File: src/hdl/kbl_pkg.sv
package kbl_pkg;

	typedef enum logic [2:0] {
		ACT_SET    = 3'd0,
		ACT_QUERY  = 3'd1,
		ACT_START  = 3'd2,
		ACT_DONE   = 3'd3,
		ACT_REJECT = 3'd4
	} action_t;

	typedef enum logic [3:0] {
		ST_CLR,
		ST_IDLE,
		ST_READ,
		ST_LOAD,
		ST_EVAL,
		ST_SDIV,
		ST_REFILL,
		ST_DECIDE,
		ST_TDIV,
		ST_FIN
	} state_t;

	localparam int DIV_NW   = 27;
	localparam int DIV_DW   = 24;
	localparam int W_BITS   = 26;
	localparam int TOK_BITS = 34;

	localparam logic [31:0] CONC_WAIT_MS = 32'd50;
	localparam logic [31:0] WAIT_MAX     = 32'hFFFF_FFFF;
	localparam logic [5:0]  BACKOFF_MAX  = 6'd60;
	localparam logic [5:0]  BACKOFF_MIN  = 6'd1;
	localparam logic [15:0] CNT_MAX      = 16'hFFFF;
	localparam logic [9:0]  MS_PER_S     = 10'd1000;
	localparam logic [11:0] QUICK_MS     = 12'd2000;

	typedef struct packed {
		logic                start;
		logic [DIV_NW-1:0]   num;
		logic [DIV_DW-1:0]   den;
	} div_req_t;

endpackage

File: src/hdl/kbl_div.sv
// Restoring divider, one quotient bit per cycle.
module kbl_div (
	input  logic                          clk,
	input  logic                          arst_n,
	input  kbl_pkg::div_req_t             req,
	output logic                          done,
	output logic [kbl_pkg::DIV_NW-1:0]    quo
);
	localparam int NW = kbl_pkg::DIV_NW;
	localparam int DW = kbl_pkg::DIV_DW;
	localparam int CW = $clog2(NW);

	logic          busy_q;
	logic          done_q;
	logic [CW-1:0] cnt_q;
	logic [DW-1:0] rem_q;
	logic [DW-1:0] den_q;
	logic [NW-1:0] quo_q;
	logic [DW:0]   rem_sh;
	logic          fits;

	assign rem_sh = {rem_q, quo_q[NW-1]};
	assign fits   = rem_sh >= {1'b0, den_q};

	always_ff @(posedge clk or negedge arst_n) begin
		if (!arst_n) begin
			busy_q <= 1'b0;
			done_q <= 1'b0;
			cnt_q  <= '0;
		end else begin
			done_q <= 1'b0;
			if (req.start) begin
				busy_q <= 1'b1;
				cnt_q  <= '0;
			end else if (busy_q) begin
				cnt_q <= cnt_q + 1'b1;
				if (cnt_q == CW'(NW - 1)) begin
					busy_q <= 1'b0;
					done_q <= 1'b1;
				end
			end
		end
	end

	always_ff @(posedge clk) begin
		if (req.start) begin
			rem_q <= '0;
			den_q <= req.den;
			quo_q <= req.num;
		end else if (busy_q) begin
			rem_q <= fits ? DW'(rem_sh - {1'b0, den_q}) : rem_sh[DW-1:0];
			quo_q <= {quo_q[NW-2:0], fits};
		end
	end

	assign done = done_q;
	assign quo  = quo_q;
endmodule

File: config.mk
export PLATFORM = sky130hd
export DESIGN_NAME = kbl_div
export DESIGN_NICKNAME = d
export VERILOG_FILES = /design/src/hdl/kbl_pkg.sv /design/src/hdl/kbl_div.sv
export SDC_FILE = /design/constraint.sdc
export NUM_CORES = 1
export LEC_CHECK = 0
export CAP_MARGIN = 20
export CORE_MARGIN = 10
export CORE_UTILIZATION = 63
export DETAILED_ROUTE_END_ITERATION = 10
export DONT_BUFFER_PORTS = 1
export GPL_TIMING_DRIVEN = 0
export MAX_ROUTING_LAYER = met4
export PLACE_DENSITY = 0.85
export SLEW_MARGIN = 20
export SYNTH_ARGS = -nofsm -noshare
export SYNTH_HDL_FRONTEND = slang
export SYNTH_SLANG_ARGS = --single-unit
File: constraint.sdc
create_clock -name clk -period 3 [get_ports clk]
set_input_delay 0.15 -clock clk [delete_from_list [all_inputs] [get_ports clk]]
set_output_delay 0.15 -clock clk [all_outputs]
set_load 0.005 [all_outputs]
# --- Word-level counts from Yosys, hierarchy flattened ---
# Cells that the tools add are included.
word_totals:
  regBits: 82
  out_inout_bits: 28
  inputBits: 54
op_classes:
  eq_ne: 1
  n_mux: 11
  order_cmp: 1
  n_addsub: 2
  reduce_logical: 1
ops:
  columns: ["op", "n"]
  rows:
  - ["two-way mux 27 bit", 2]
  - [">= comparator 25 x 24 -> 1 bit", 1]
  - ["two-way mux 24 bit", 1]
  - ["subtractor 24 bit", 1]
  - ["two-way mux 5 bit", 2]
  - ["two-way mux 1 bit", 6]
  - ["adder 5 x 1 -> 5 bit (second input constant)", 1]
  - ["== test 5 bit (second input constant)", 1]
  - ["nonzero test 2 bit", 1]

# --- Depth between registers and ports, before layout ---
depth:
  word_depth: 4
  ltp_mapped: 12
  ltp_nobuf: 11

# --- Worst setup path after synthesis ---
# OpenSTA, ideal clock, no wires.
synth_timing:
  path_kind: "reg-to-reg"
  from: "register quo_q[26] (netlist: quo[26])"
  to: "register rem_q[22]"
  period_less_slack_ps: 2579
  setup_ps: 81
  path_stages_with_launch: 12
  arrival_time_ps: 2499
  slack_ps: 421
  cell_sequence: "edfxtp_1 inv_1 ha_1 fa_1 nor2b_1 o31a_1 o21ai_1 a211oi_1 o31ai_1 o2111ai_1 a211o_1 a41oi_1"
synth_between:
  elab_chain_len: 2
synth_lines:
  columns: ["item", "line_no", "source"]
  rows:
  - ["start: declaration", "kbl_div.sv:18", "logic [NW-1:0] quo_q;"]
  - ["start signal: assignment", "kbl_div.sv:49", "quo_q <= req.num;"]
  - ["start signal: assignment", "kbl_div.sv:52", "quo_q <= {quo_q[NW-2:0], fits};"]
  - ["subtractor 24 bit / >= comparator 25 x 24 -> 1 bit (equally long branches)", "kbl_div.sv:51, kbl_div.sv:23", null]
  - ["two-way mux 24 bit (*)", "kbl_div.sv:51", "rem_q <= fits ? DW'(rem_sh - {1'b0, den_q}) : rem_sh[DW-1:0];"]
  - ["end signal: assignment", "kbl_div.sv:51", null]
  - ["end: declaration", "kbl_div.sv:16", "logic [DW-1:0] rem_q;"]
# Mark *: on every way between the ends. The rest lies on a longest branch, timed or not.
# A chain may end at the register's enable or synchronous reset.

# --- Worst setup path in the final report ---
layout_timing:
  from: "register den_q[1]"
  to: "register rem_q[2]"
layout_between:
  elab_chain_len: 2
layout_lines:
  columns: ["item", "line_no", "source"]
  rows:
  - ["start: declaration", "kbl_div.sv:17", "logic [DW-1:0] den_q;"]
  - ["start signal: assignment", "kbl_div.sv:48", "den_q <= req.den;"]
  - ["subtractor 24 bit / >= comparator 25 x 24 -> 1 bit (equally long branches)", "kbl_div.sv:51, kbl_div.sv:23", null]
  - ["two-way mux 24 bit (*)", "kbl_div.sv:51", null]
# Marks and branches as above.

==> metrics.cfg <==
[critical_path]
crit_type = reg2reg
cp-startpoint = den_q[1]
ff2ff_path_depth = 11
crit_buf_inv = 2
cp.arrival_ps = 3250
worstPathCellList = inv_1, ha_1, nor2b_1, o21ba_2, nor4_4, nor4_4, o311a_1, o21ai_4, buf_8, nand2_1, a311oi_2
r2r-end = rem_q[2]
r2r_start = den_q[1]
worstSetupStartpointType = register
slowest_stage = edfxtp_1
cp_top_family = compound AO/OA/AOI/OAI gates
end_kind = register
cp_slowest_stage_delay_ps = 460
crit_required_ps = 3280
reg2reg_slack_ps = 30
crit_fanout = 5
cp_common_cell = nor4_4

[global_routing]
grtUsageMet2_pct = 38.26
grt.met3_usage_pct = 5.689
busiest_layer = met2
grt_max_degree = 28
groute.usage.overall_pct = 22.72
antenna_found_initial = 0
grt-ovfl-total = 0
use_met1_pct = 24.78
grt_first_pass_wirelength_um = 20210
first_global_vias = 4034

[sta]
setup_viol = 0
period_minus_slack_ps = 2972
max_slew_margin_pct = 50.28
fin_setup_tns_ps = 0
period_share_pct = 99.05
finalMaxSlewViolations = 0
rsz0062_at_grt = true
tightest_slew_ps = 745.8
finalHoldViolations = 2
fin_skew_ps = 17.25
fmax_ghz = 0.3365
fin_hold_ws_ps = -3.172

[floorplanning]
dieHeight_um = 107.4
fp-row-count = 31
die-area_sq_mm = 0.01153
ioPinCount = 82
die_w_um = 107.4
coreArea_sq_mm = 0.007331
start_util_pct = 65.61

[run]
maxCapViolations = 0

[yosys]
async_flop_share_pct = 8.537
synth_top_area_share_pct = 31.84
syn_nets = 555
syn_area_per_cell_sq_um = 10.15
synth_cells = 474
synth_area_sq_mm = 0.004810
synth_top_cells_by_count = 51 x edfxtp_1, 48 x nand2_1, 43 x nor2_1
synth_cell_types = 65
synth_area_leaders = edfxtp_1 32%, dfxtp_1 10%, ha_1 6.8%
synth_flop_cell = edfxtp_1
synth_edf_count = 51
ys_seq_area_share_pct = 45.47
yosysMostFrequentCell = edfxtp_1
yosys.area.top_type = edfxtp_1
yosysWarnings = 0
ys_ff_latch = 82

[layout]
fin_util_pct = 79.66
antenna_cells = 0
multi_input_area_sq_mm = 0.002541
nNetsFinal = 618
drive_above_1_share_pct = 15.68
nFillCells = 433
regArea_sq_mm = 0.002187
syn2layout_area_growth_pct = 21.41

[routing]
initialDrtViolationCount = 356
wl_per_cell_um = 21.39
via_per_inst = 6.527
dr.pass1.iters = 6
detail-route-antenna-nets = 0
vias = 4184
drc = 0
drt_wl_total_um = 13710

[clock_tree]
cts_root_buffer = clkbuf_8
cts.path.max_buffers = 2
cts.sinks = 82
cts_buffers = 9
clock_latency_ps = 380
cts_tree = built
cts_max_level = 3
clkTransAtPathRegs_ps = 100

[min_path]
min_to = quo[5]
min_path_cells = 1
hp-class = in2reg
min_from = req[29]

[pwr]
p_leak_nw = 2.369
p_per_area_mw_per_mm2 = 432.9
max-vdd-ir-drop_mv = 0.3538

[run_status]
violations = hold timing
status = complete, but fails checks

[place]
dp_hpwl_um = 8587
port_buffers = 0
place_congestion = 0.9821

[sequential cells by signal (all words and copies together) (netlist names)]
register	cells
quo	27
den_q	24
rem_q	24
cnt_q	5
busy_q	1
done	1
[stage by stage]
| stage | instance area (sq um) | instances | power, W | worst slack, ps |
|---|---|---|---|---|
| after floorplan | 4810 | 474 | 0.001533 | 420.5 |
| after global placement | 4933 | 573 | 0.001585 | -123.9 |
| after detailed placement | 4933 | 573 | 0.001597 | -258.7 |
| after CTS | 5605 | 632 | 0.002486 | 0.6373 |
| after global routing | 5839 | 641 | 0.002606 | -71.32 |
| final | 5839 | 641 | 0.002528 | 28.49 |
[cells by family (layout without fill, tap and decap cells)]
logic type	after synthesis	in the layout	share of synthesized area, %
XOR/XNOR	15	15	2.732
adder cells (fa/ha/maj)	27	27	7.180
AND/OR/NAND/NOR	155	155	15.90
AO/OA/AOI/OAI	110	110	17.27
flip-flops	82	82	45.47
buffers and inverters	56	124	4.708
multiplexers	29	29	6.738
[what timing repair did]
item                                    4_1_cts  5_1_grt
hold buffers                                 42        6
endpoints found under the setup margin        3       24
pin swaps                                     2       11
buffers inserted                              1        3
cloned                                        0        1
hold endpoints to repair                     71        6
resized for setup                             5       26
[power by group]
group          switching [W]  internal [W]
registers          0.0000526       0.00128
clock network       0.000439      0.000418
logic               0.000178      0.000164
[cell usage in the layout, fill, tap and decap left out, types with 6 or more instances in the layout]
master / n
dlygate4sd3_1: 47
nand2b_1: 9
dfrtp_1: 7
or3_1: 8
nand4_1: 10
clkbuf_8: 10
ha_1: 24
dfxtp_1: 24
edfxtp_1: 51
inv_1: 33
o21ai_0: 12
xor2_1: 6
nor2_1: 43
xnor2_1: 9
a21o_1: 12
a21oi_1: 19
nand2_1: 48
clkbuf_1: 15
nor2b_1: 6
a311oi_2: 8
a311oi_1: 8
mux2_2: 27
a31oi_1: 6
nor3_1: 7
nand3_1: 6
[how the worst max path moves through the flow]
stage	depth (start not counted)	slack (ps)	end
detailed placement	11	-260	rem_q[22]
finish	11	30	rem_q[2]
CTS	11	0.6	rem_q[22]
floorplan	11	420	rem_q[22]
global route	12	-70	rem_q[22]
global placement	11	-120	rem_q[22]
[area by class of cell]
type                       instances  share of cell area (%)
multi-input combinational        336                   43.52
clock buffer                      10                   2.357
tap                               99                   2.121
inverter                          34                   2.186
buffer                            21                   1.821
timing repair buffer              53                   9.342
clock inverter                     6                   1.200
sequential                        82                   37.45
[per-layer routing]
metal  vias up  routed length [um]
met3        59                1078
met2       254                7017
met5         -                   0
li1       1871                   -
met4         0                 605
met1      2000                5009
Note: power is estimated with default switching activity, not from simulation.
