`config.mk`:
```
export PLATFORM = sky130hd
export DESIGN_NAME = kbl_ram
export DESIGN_NICKNAME = d
export VERILOG_FILES = /design/src/hdl/kbl_ram.sv
export SDC_FILE = /design/constraint.sdc
export NUM_CORES = 1
export LEC_CHECK = 0
export ABC_AREA = 0
export BUFFER_PORTS_ARGS = -buffer_cell sky130_fd_sc_hd__buf_2
export CORE_AREA = 2 2 136 85
export DETAILED_ROUTE_END_ITERATION = 10
export DIE_AREA = 0 0 138 87
export GPL_TIMING_DRIVEN = 0
export PLACE_DENSITY_LB_ADDON = 0.3
export SYNTH_ARGS = -nofsm -noshare
export SYNTH_HDL_FRONTEND = slang
export SYNTH_SLANG_ARGS = --single-unit
```
`constraint.sdc`:
```
create_clock -name clk -period 4.4 [get_ports clk]
set_input_delay 1.1 -clock clk [delete_from_list [all_inputs] [get_ports clk]]
set_output_delay 1.1 -clock clk [all_outputs]
set_load 0.005 [all_outputs]
```
`src/hdl/kbl_ram.sv`:
```
module kbl_ram #(
	parameter int WIDTH = 8,
	parameter int DEPTH = 16
) (
	input  logic                                   clk,
	input  logic                                   we,
	input  logic [(DEPTH > 1 ? $clog2(DEPTH) : 1)-1:0] waddr,
	input  logic [WIDTH-1:0]                       wdata,
	input  logic                                   re,
	input  logic [(DEPTH > 1 ? $clog2(DEPTH) : 1)-1:0] raddr,
	output logic [WIDTH-1:0]                       rdata
);
	logic [WIDTH-1:0] mem [DEPTH];

	always_ff @(posedge clk) begin
		if (we) begin
			mem[waddr] <= wdata;
		end
		if (re) begin
			rdata <= mem[raddr];
		end
	end
endmodule

```
Word-level counts from Yosys, hierarchy flattened. Memory sizes are Yosys's and may differ from the RTL's. A register that Yosys moved wholly into a read port is not among the register bits. Index checks and enable logic that the tools add are counted.

Register bits: 0. Memory bits (writable): 128. Output and inout port bits: 8. Memories: 1.

Multiplexer cells: 2.

Memories: mem (words 16, bits a word 8, read ports 1, clocked after Yosys merged registers in 1, wr ports 1, line 13) `logic [WIDTH-1:0] mem [DEPTH];`.

Operators by type and width (count): $mux 1 (2).

Longest topological paths before layout. Gate-level depths: netlist of run 1.

Depth in word-level cells: 2. Mapped depth: 5.

Worst setup path after synthesis of run 1. OpenSTA, ideal clock, no wires.

Path kind: input -> register. Start: input port waddr[2] (netlist name). End: memory mem[0][0], enable pin. Arrival: 2210 ps. Data required time: 4017 ps. Setup slack: 1807 ps. Cell stages on the path: 2. Path buffers: 0. Path through: or3b_2 nor3_1.

RTL lines: start: declaration (line 7) `input logic [(DEPTH > 1 ? $clog2(DEPTH) : 1)-1:0] waddr,`; end: declaration (line 13).

Straight into the memory's write port.

Final worst setup path of run 1.
Start: input port waddr[3] (netlist name). End: memory mem[4][1], enable pin.

Straight into the memory's write port.

==> results of run 1 <==
==> final cells by class <==
type	instances	area (sq um)	area share [%]
Sequential cell	136	4080	67.3
Timing Repair Buffer	26	133	2.19
Buffer	10	86.3	1.42
Clock inverter	12	85.1	1.40
Clock buffer	20	437	7.20
Multi-Input combinational cell	83	1060	17.5
Tap cell	144	180	2.97
==> where the power goes <==
| part | switching [W] | internal, W |
|---|---|---|
| Combinational | 0.0000832 | 0.0000564 |
| Clock | 0.000496 | 0.000762 |
| Sequential | 0.00000626 | 0.00146 |
==> logic make-up (layout without fill, tap and decap cells) <==
logic type | count (synthesis) | after routing | share of synthesized area [%]
and+or+nand+nor | 35 | 35 | 3.14
AOI/OAI and AO/OA | 16 | 16 | 2.30
muxes | 32 | 32 | 14.8
DFF | 136 | 136 | 78.1
buffers and inverters | 10 | 68 | 1.65
==> worst min-delay path: cells and delay by family, from the launching register on <==
kind | cells | cell delay, ns
AO/OA/AOI/OAI | 1 | 0.08
flip-flops | 1 | 0.31
multiplexers | 1 | 0.21
AND/OR/NAND/NOR | 1 | 0.07
==> flip-flops by register name, summed over array words and instances (netlist names) <==
name and cells:
mem 128, rdata 8
==> Yosys cell counts <==
| cell type | count | area, sq um |
|---|---|---|
| a22oi_1 | 16 | 120 |
| and2_1 | 1 | 6.26 |
| and2b_1 | 1 | 7.51 |
| buf_2 | 3 | 15.0 |
| buf_4 | 1 | 7.51 |
| buf_6 | 3 | 33.8 |
| clkdlybuf4s25_2 | 3 | 30.0 |
| edfxtp_1 | 136 | 4080 |
| mux4_1 | 14 | 368 |
| mux4_2 | 18 | 405 |
| nand2_1 | 9 | 33.8 |
| nand2b_1 | 2 | 12.5 |
| nand3_1 | 1 | 5.00 |
| nand3b_1 | 2 | 15.0 |
| nor2_1 | 13 | 48.8 |
| nor2b_1 | 1 | 6.26 |
| nor3_1 | 4 | 20.0 |
| or3b_2 | 1 | 8.76 |
==> how the worst max path moves through the flow <==
stage	start	to	slack, ns
finish	waddr[3]	mem[4][1]$_DFFE_PP_	1.98
global route	waddr[3]	mem[4][4]$_DFFE_PP_	1.89
global placement	waddr[2]	mem[0][1]$_DFFE_PP_	1.25
CTS	waddr[2]	mem[0][1]$_DFFE_PP_	1.67
floorplan	waddr[2]	mem[0][0]$_DFFE_PP_	1.81
detailed placement	waddr[2]	mem[0][2]$_DFFE_PP_	1.24
==> cells in the final DEF (no fill, tap or decap) <==
master and count:
mux4_2 18, bufinv_16 1, and2b_1 1, and2_1 1, clkbuf_4 1, clkinvlp_4 2, clkinv_1 4, clkbuf_1 3
edfxtp_1 136, buf_6 3, buf_4 1, buf_2 28, nor2_1 13, nor3_2 1, mux4_1 14, clkdlybuf4s25_2 3
nand3_1 1, a22oi_1 16, nor3_1 3, nand2_1 9, nor2b_1 1, nand3b_1 2, or3b_2 1, clkbuf_16 17
clkinv_2 5, nand2b_1 2
==> layer usage <==
layer	vias up	wire [um]
met3	2	1080
met5	-	0
met4	0	14
met2	91	4660
met1	1228	4660
li1	1072	-
==> stage by stage <==
stage                     cells  utilization, %
final                       431            55.7
after global routing        431            55.7
after CTS                   430            55.6
after detailed placement    398            50.8
after global placement      398            50.8
after floorplan             229               -
==> out/summary.txt, run 1 <==
run status: finished, final reports clean
R2R Path Start: mem[5][0]$_DFFE_PP_
Max Root-Sink Buffers: 2
Final min period: 2.42 ns
HP Start: mem[3][3]$_DFFE_PP_
crit-path cells: buf_2 -> nand3b_1 -> nor3_1
synthesis warning total: 0
FF-to-FF setup slack: 2.89 ns
port buffer count: 25
hold path endpoint: rdata[3]$_DFFE_PP_
Min Hold Slack: 0.768 ns
RSZ-0062 raised after global routing: no
Resized Gates After CTS: 0
Vias: 2393
placed instance area: 0.00553 sq mm
worst vdd rail ir drop: 0.310 mV
Rows: 30
H-tree depth: 4
syn avg cell area: 22.8 sq um
vias per inst: 5.55
Net Count, Synth: 248
CP max stage delay: 0.98 ns
Hold Crit Depth: 3
Final Setup Violations: 0
remaining global-route overflow: 0
Post-CTS Setup Bufs: 0
hold violation count in the final report: 0
Peak Freq: 413 MHz
n_diodes: 0
drt total wl: 10400 um
Pleak: 2.01 nW
Nets: 293
Global Route met1 Usage: 28.3%
first-pass GRT wire length: 15400 um
clk_skew: 0.0127 ns
initial antenna violation count: 0
Slowest-stage cell, CP: nor3_1
die width: 138 um
Worst Tran Pin Value: 1.27 ns
WP buf/inv: 1
family with the most delay on the worst path: simple AND/OR/NAND/NOR gates
Area growth, synth to finish: 16.1%
share of cells above drive strength 1: 28.2%
Sink Count: 136
pre-CTS setup slack: 1.24 ns
setup TNS: 0 ns
Final Cycle Share: 55.0%
FF+latch count, synth: 136
1st-iter DRT viols: 206
CP Depth: 3
Yosys cell types: 18
GR Util All Layers: 18.9%
cts bufs inserted: 17
Initial Util: 48.0%
Crit Path Category: in -> reg
WP data required: 4.42 ns
total power: 0.00286 W
CP Capture Type: register
Crit Reg-Reg Endpoint: rdata[0]$_DFFE_PP_
DP Wirelength: 6650 um
Post-DRT Antenna Nets: 0
Worst Path Arrival: 2.44 ns
vias in the first global route: 2402
max_cap viols: 0
grt met3 use: 5.44%
Die H: 87 um
final instance area: 0.00607 sq mm
Worst-path clk slew: 0.05 ns
fill count: 832
max_slew headroom: 14.5%
Top Usage Layer GRT: met1
largest net degree at the start of global routing: 17
Hold Crit Class: reg -> reg
Slew Limit Fails: 0
Post-Syn Area: 0.00523 sq mm
IO Count: 27
CTS hold repair buffers: 0
Worst R2R Path Depth: 3
Worst Setup Start Kind: input port
TritonRoute pass-1 iters: 4
setup ws final: 1.98 ns
GRT met2 Usage: 26.5%
clk_lat worst skew: 0.41 ns
Core ar.: 0.0109 sq mm
RD Place Congestion: 0.742
drt wl/cell: 24.2 um
CTS root buf: clkbuf_16
power per cell area: 472 mW/mm^2
Synth Instances: 229
Die ar.: 0.0120 sq mm
Seq/Total Area, Yosys: 78.1%
drt drc: 0
crit path max fanout: 8
CTS tree: done
Power figures use the tool's default switching activity.
==> run 2, diff against run 1 <==
- clock period: 4.4 -> 2 ns (I/O delays scaled with it)
==> out/summary.txt, run 2 (synthesis results as in run 1) <==
remaining global-route overflow: 0 (unchanged)
max_slew headroom: 15.2% (+0.65 points)
first-pass GRT wire length: 15500 um (+0.36%)
switching share of power: 20.4% (-0.036 points)
CP Capture Type: register
Die ar.: 0.0120 sq mm (unchanged)
Vias: 2383 (-0.42%)
top flop regs: mem (128), rdata (8)
Post-DRT Antenna Nets: 0 (unchanged)
commonest non-fill, non-tap cell in the layout: edfxtp_1
Sink Count: 136 (unchanged)
worst vdd rail ir drop: 0.685 mV (+120%)
WP data required: 2.02 ns (-2.40 ns)
Crit Path Category: in -> reg
CTS tree: done
run status: finished, final reports clean
family with the most delay on the worst path: simple AND/OR/NAND/NOR gates
crit-path cells: buf_2 -> nand3b_1 -> nor3_1
Rows: 30 (unchanged)
Core ar.: 0.0109 sq mm (unchanged)
commonest non-fill, non-tap cells in the layout: edfxtp_1, buf_2, mux4_2
Reg power frac: 51.2% (about the same)
max FFs per register: 128 (unchanged)
Slowest-stage cell, CP: nor3_1
die width: 138 um (unchanged)
drt wl/cell: 24.3 um (+0.61%)
area occupied by multi-input gates: 0.00107 sq mm (+0.47%)
CTS root buf: clkbuf_16
Initial Util: 48.0% (unchanged)
Max Root-Sink Buffers: 2 (unchanged)
drt total wl: 10500 um (+0.37%)
port buffer count: 25 (unchanged)
1st-iter DRT viols: 190 (-7.8%)
Final min period: 1.81 ns
fill count: 832 (unchanged)
setup TNS: 0 ns (unchanged)
vias in the first global route: 2405 (+0.12%)
TritonRoute pass-1 iters: 5 (+1)
Peak Freq: 552 MHz
Worst Setup Start Kind: input port
switching power: 0.00129 W (+120%)
Final Setup Violations: 0 (unchanged)
share of cells above drive strength 1: 28.3% (+0.099 points)
vias per inst: 5.54 (-0.19%)
H-tree depth: 4 (unchanged)
GR Util All Layers: 18.9% (+0.063 points)
part of the power in the clock network: 43.9% (about the same)
Area growth, synth to finish: 16.0% (about the same)
CP max stage delay: 0.98 ns (about the same)
Comb pwr share: 4.9% (about the same)
max_cap viols: 0 (unchanged)
Post-CTS Setup Bufs: 0 (unchanged)
clk_skew: 0.0140 ns (+0.00134 ns)
RD Place Congestion: 0.742 (unchanged)
Die H: 87 um (unchanged)
cts bufs inserted: 17 (unchanged)
Slew Limit Fails: 0 (unchanged)
Largest Register: mem
power per cell area: 1040 mW/mm^2 (+120%)
Internal: 0.00501 W (+120%)
Hold Crit Class: in -> reg
IO Count: 27 (unchanged)
Min Hold Slack: 0.448 ns (-0.320 ns)
Resized Gates After CTS: 1 (+1)
Seq. cell area: 0.00408 sq mm (unchanged)
drt drc: 0 (unchanged)
hold violation count in the final report: 0 (unchanged)
clk_lat worst skew: 0.41 ns (about the same)
Nets: 292 (-0.34%)
Pleak: 2.01 nW (-0.18%)
RSZ-0062 raised after global routing: no
CTS hold repair buffers: 0 (unchanged)
Worst Path Arrival: 1.83 ns (-0.61 ns)
Worst Tran Pin Value: 1.26 ns (-0.00968 ns)
Worst-path clk slew: 0.05 ns (about the same)
crit path max fanout: 8 (unchanged)
initial antenna violation count: 0 (unchanged)
largest net degree at the start of global routing: 17 (unchanged)
DP Wirelength: 6650 um (unchanged)
WP buf/inv: 1 (unchanged)
n_diodes: 0 (unchanged)
Final Cycle Share: 90.5%
==> run 2: cell types whose count changed in the layout (fill, tap and decap cells not counted), sizes merged <==
cell / delta
clkbuf: -1
==> run 2: per-stage QoR <==
stage / std cells / setup slack (ns) / cell area [sq um] / total power [W] / util [%]
2_1_floorplan: 229 / 0.00713 / 5230 / 0.00345 / -
3_3_place_gp: 398 / -0.551 / 5530 / 0.00358 / 50.8
3_5_place_dp: 398 / -0.561 / 5530 / 0.00359 / 50.8
4_1_cts: 430 / 0.0469 / 6060 / 0.00635 / 55.7
5_1_grt: 430 / 0.0823 / 6060 / 0.00649 / 55.7
6_report: 430 / 0.190 / 6060 / 0.00630 / 55.7
==> run 2: power groups by stage <==
stage          Sequential, W  Clock (W)  Combinational [W]
5_1_grt              0.00323    0.00293           0.000334
2_1_floorplan        0.00328          0           0.000162
3_5_place_dp         0.00329          0           0.000308
4_1_cts              0.00323    0.00281           0.000310
6_report             0.00323    0.00276           0.000307
3_3_place_gp         0.00328          0           0.000302
==> run 2: routing by layer <==
| layer | part of all wire, % | track usage [%] |
|---|---|---|
| met1 | 48 | 28.6 |
| met2 | 43 | 26.4 |
| met3 | 8.3 | 5.44 |
| met4 | 0.57 | 7.05 |
| met5 | 0 | 0 |
==> run 2: path summary, 6_finish.rpt <==
kind                        startpoint  slack (ns)                  end  cells past startpoint
setup / recovery              waddr[3]        0.19  mem[4][5]$_DFFE_PP_                      3
hold / removal                      re        0.45   rdata[0]$_DFFE_PP_                      1
setup reg to reg   mem[5][0]$_DFFE_PP_        0.49   rdata[0]$_DFFE_PP_                      3
hold reg to reg   mem[10][0]$_DFFE_PP_        0.77   rdata[0]$_DFFE_PP_                      3
==> run 2: area by class of cell <==
type	count	share of cell area, %
tap	144	2.97
clock inverter	12	1.40
buffer	10	1.42
clock buffer	20	7.20
multi-input combinational	83	17.6
sequential	136	67.3
timing repair buffer	25	2.06
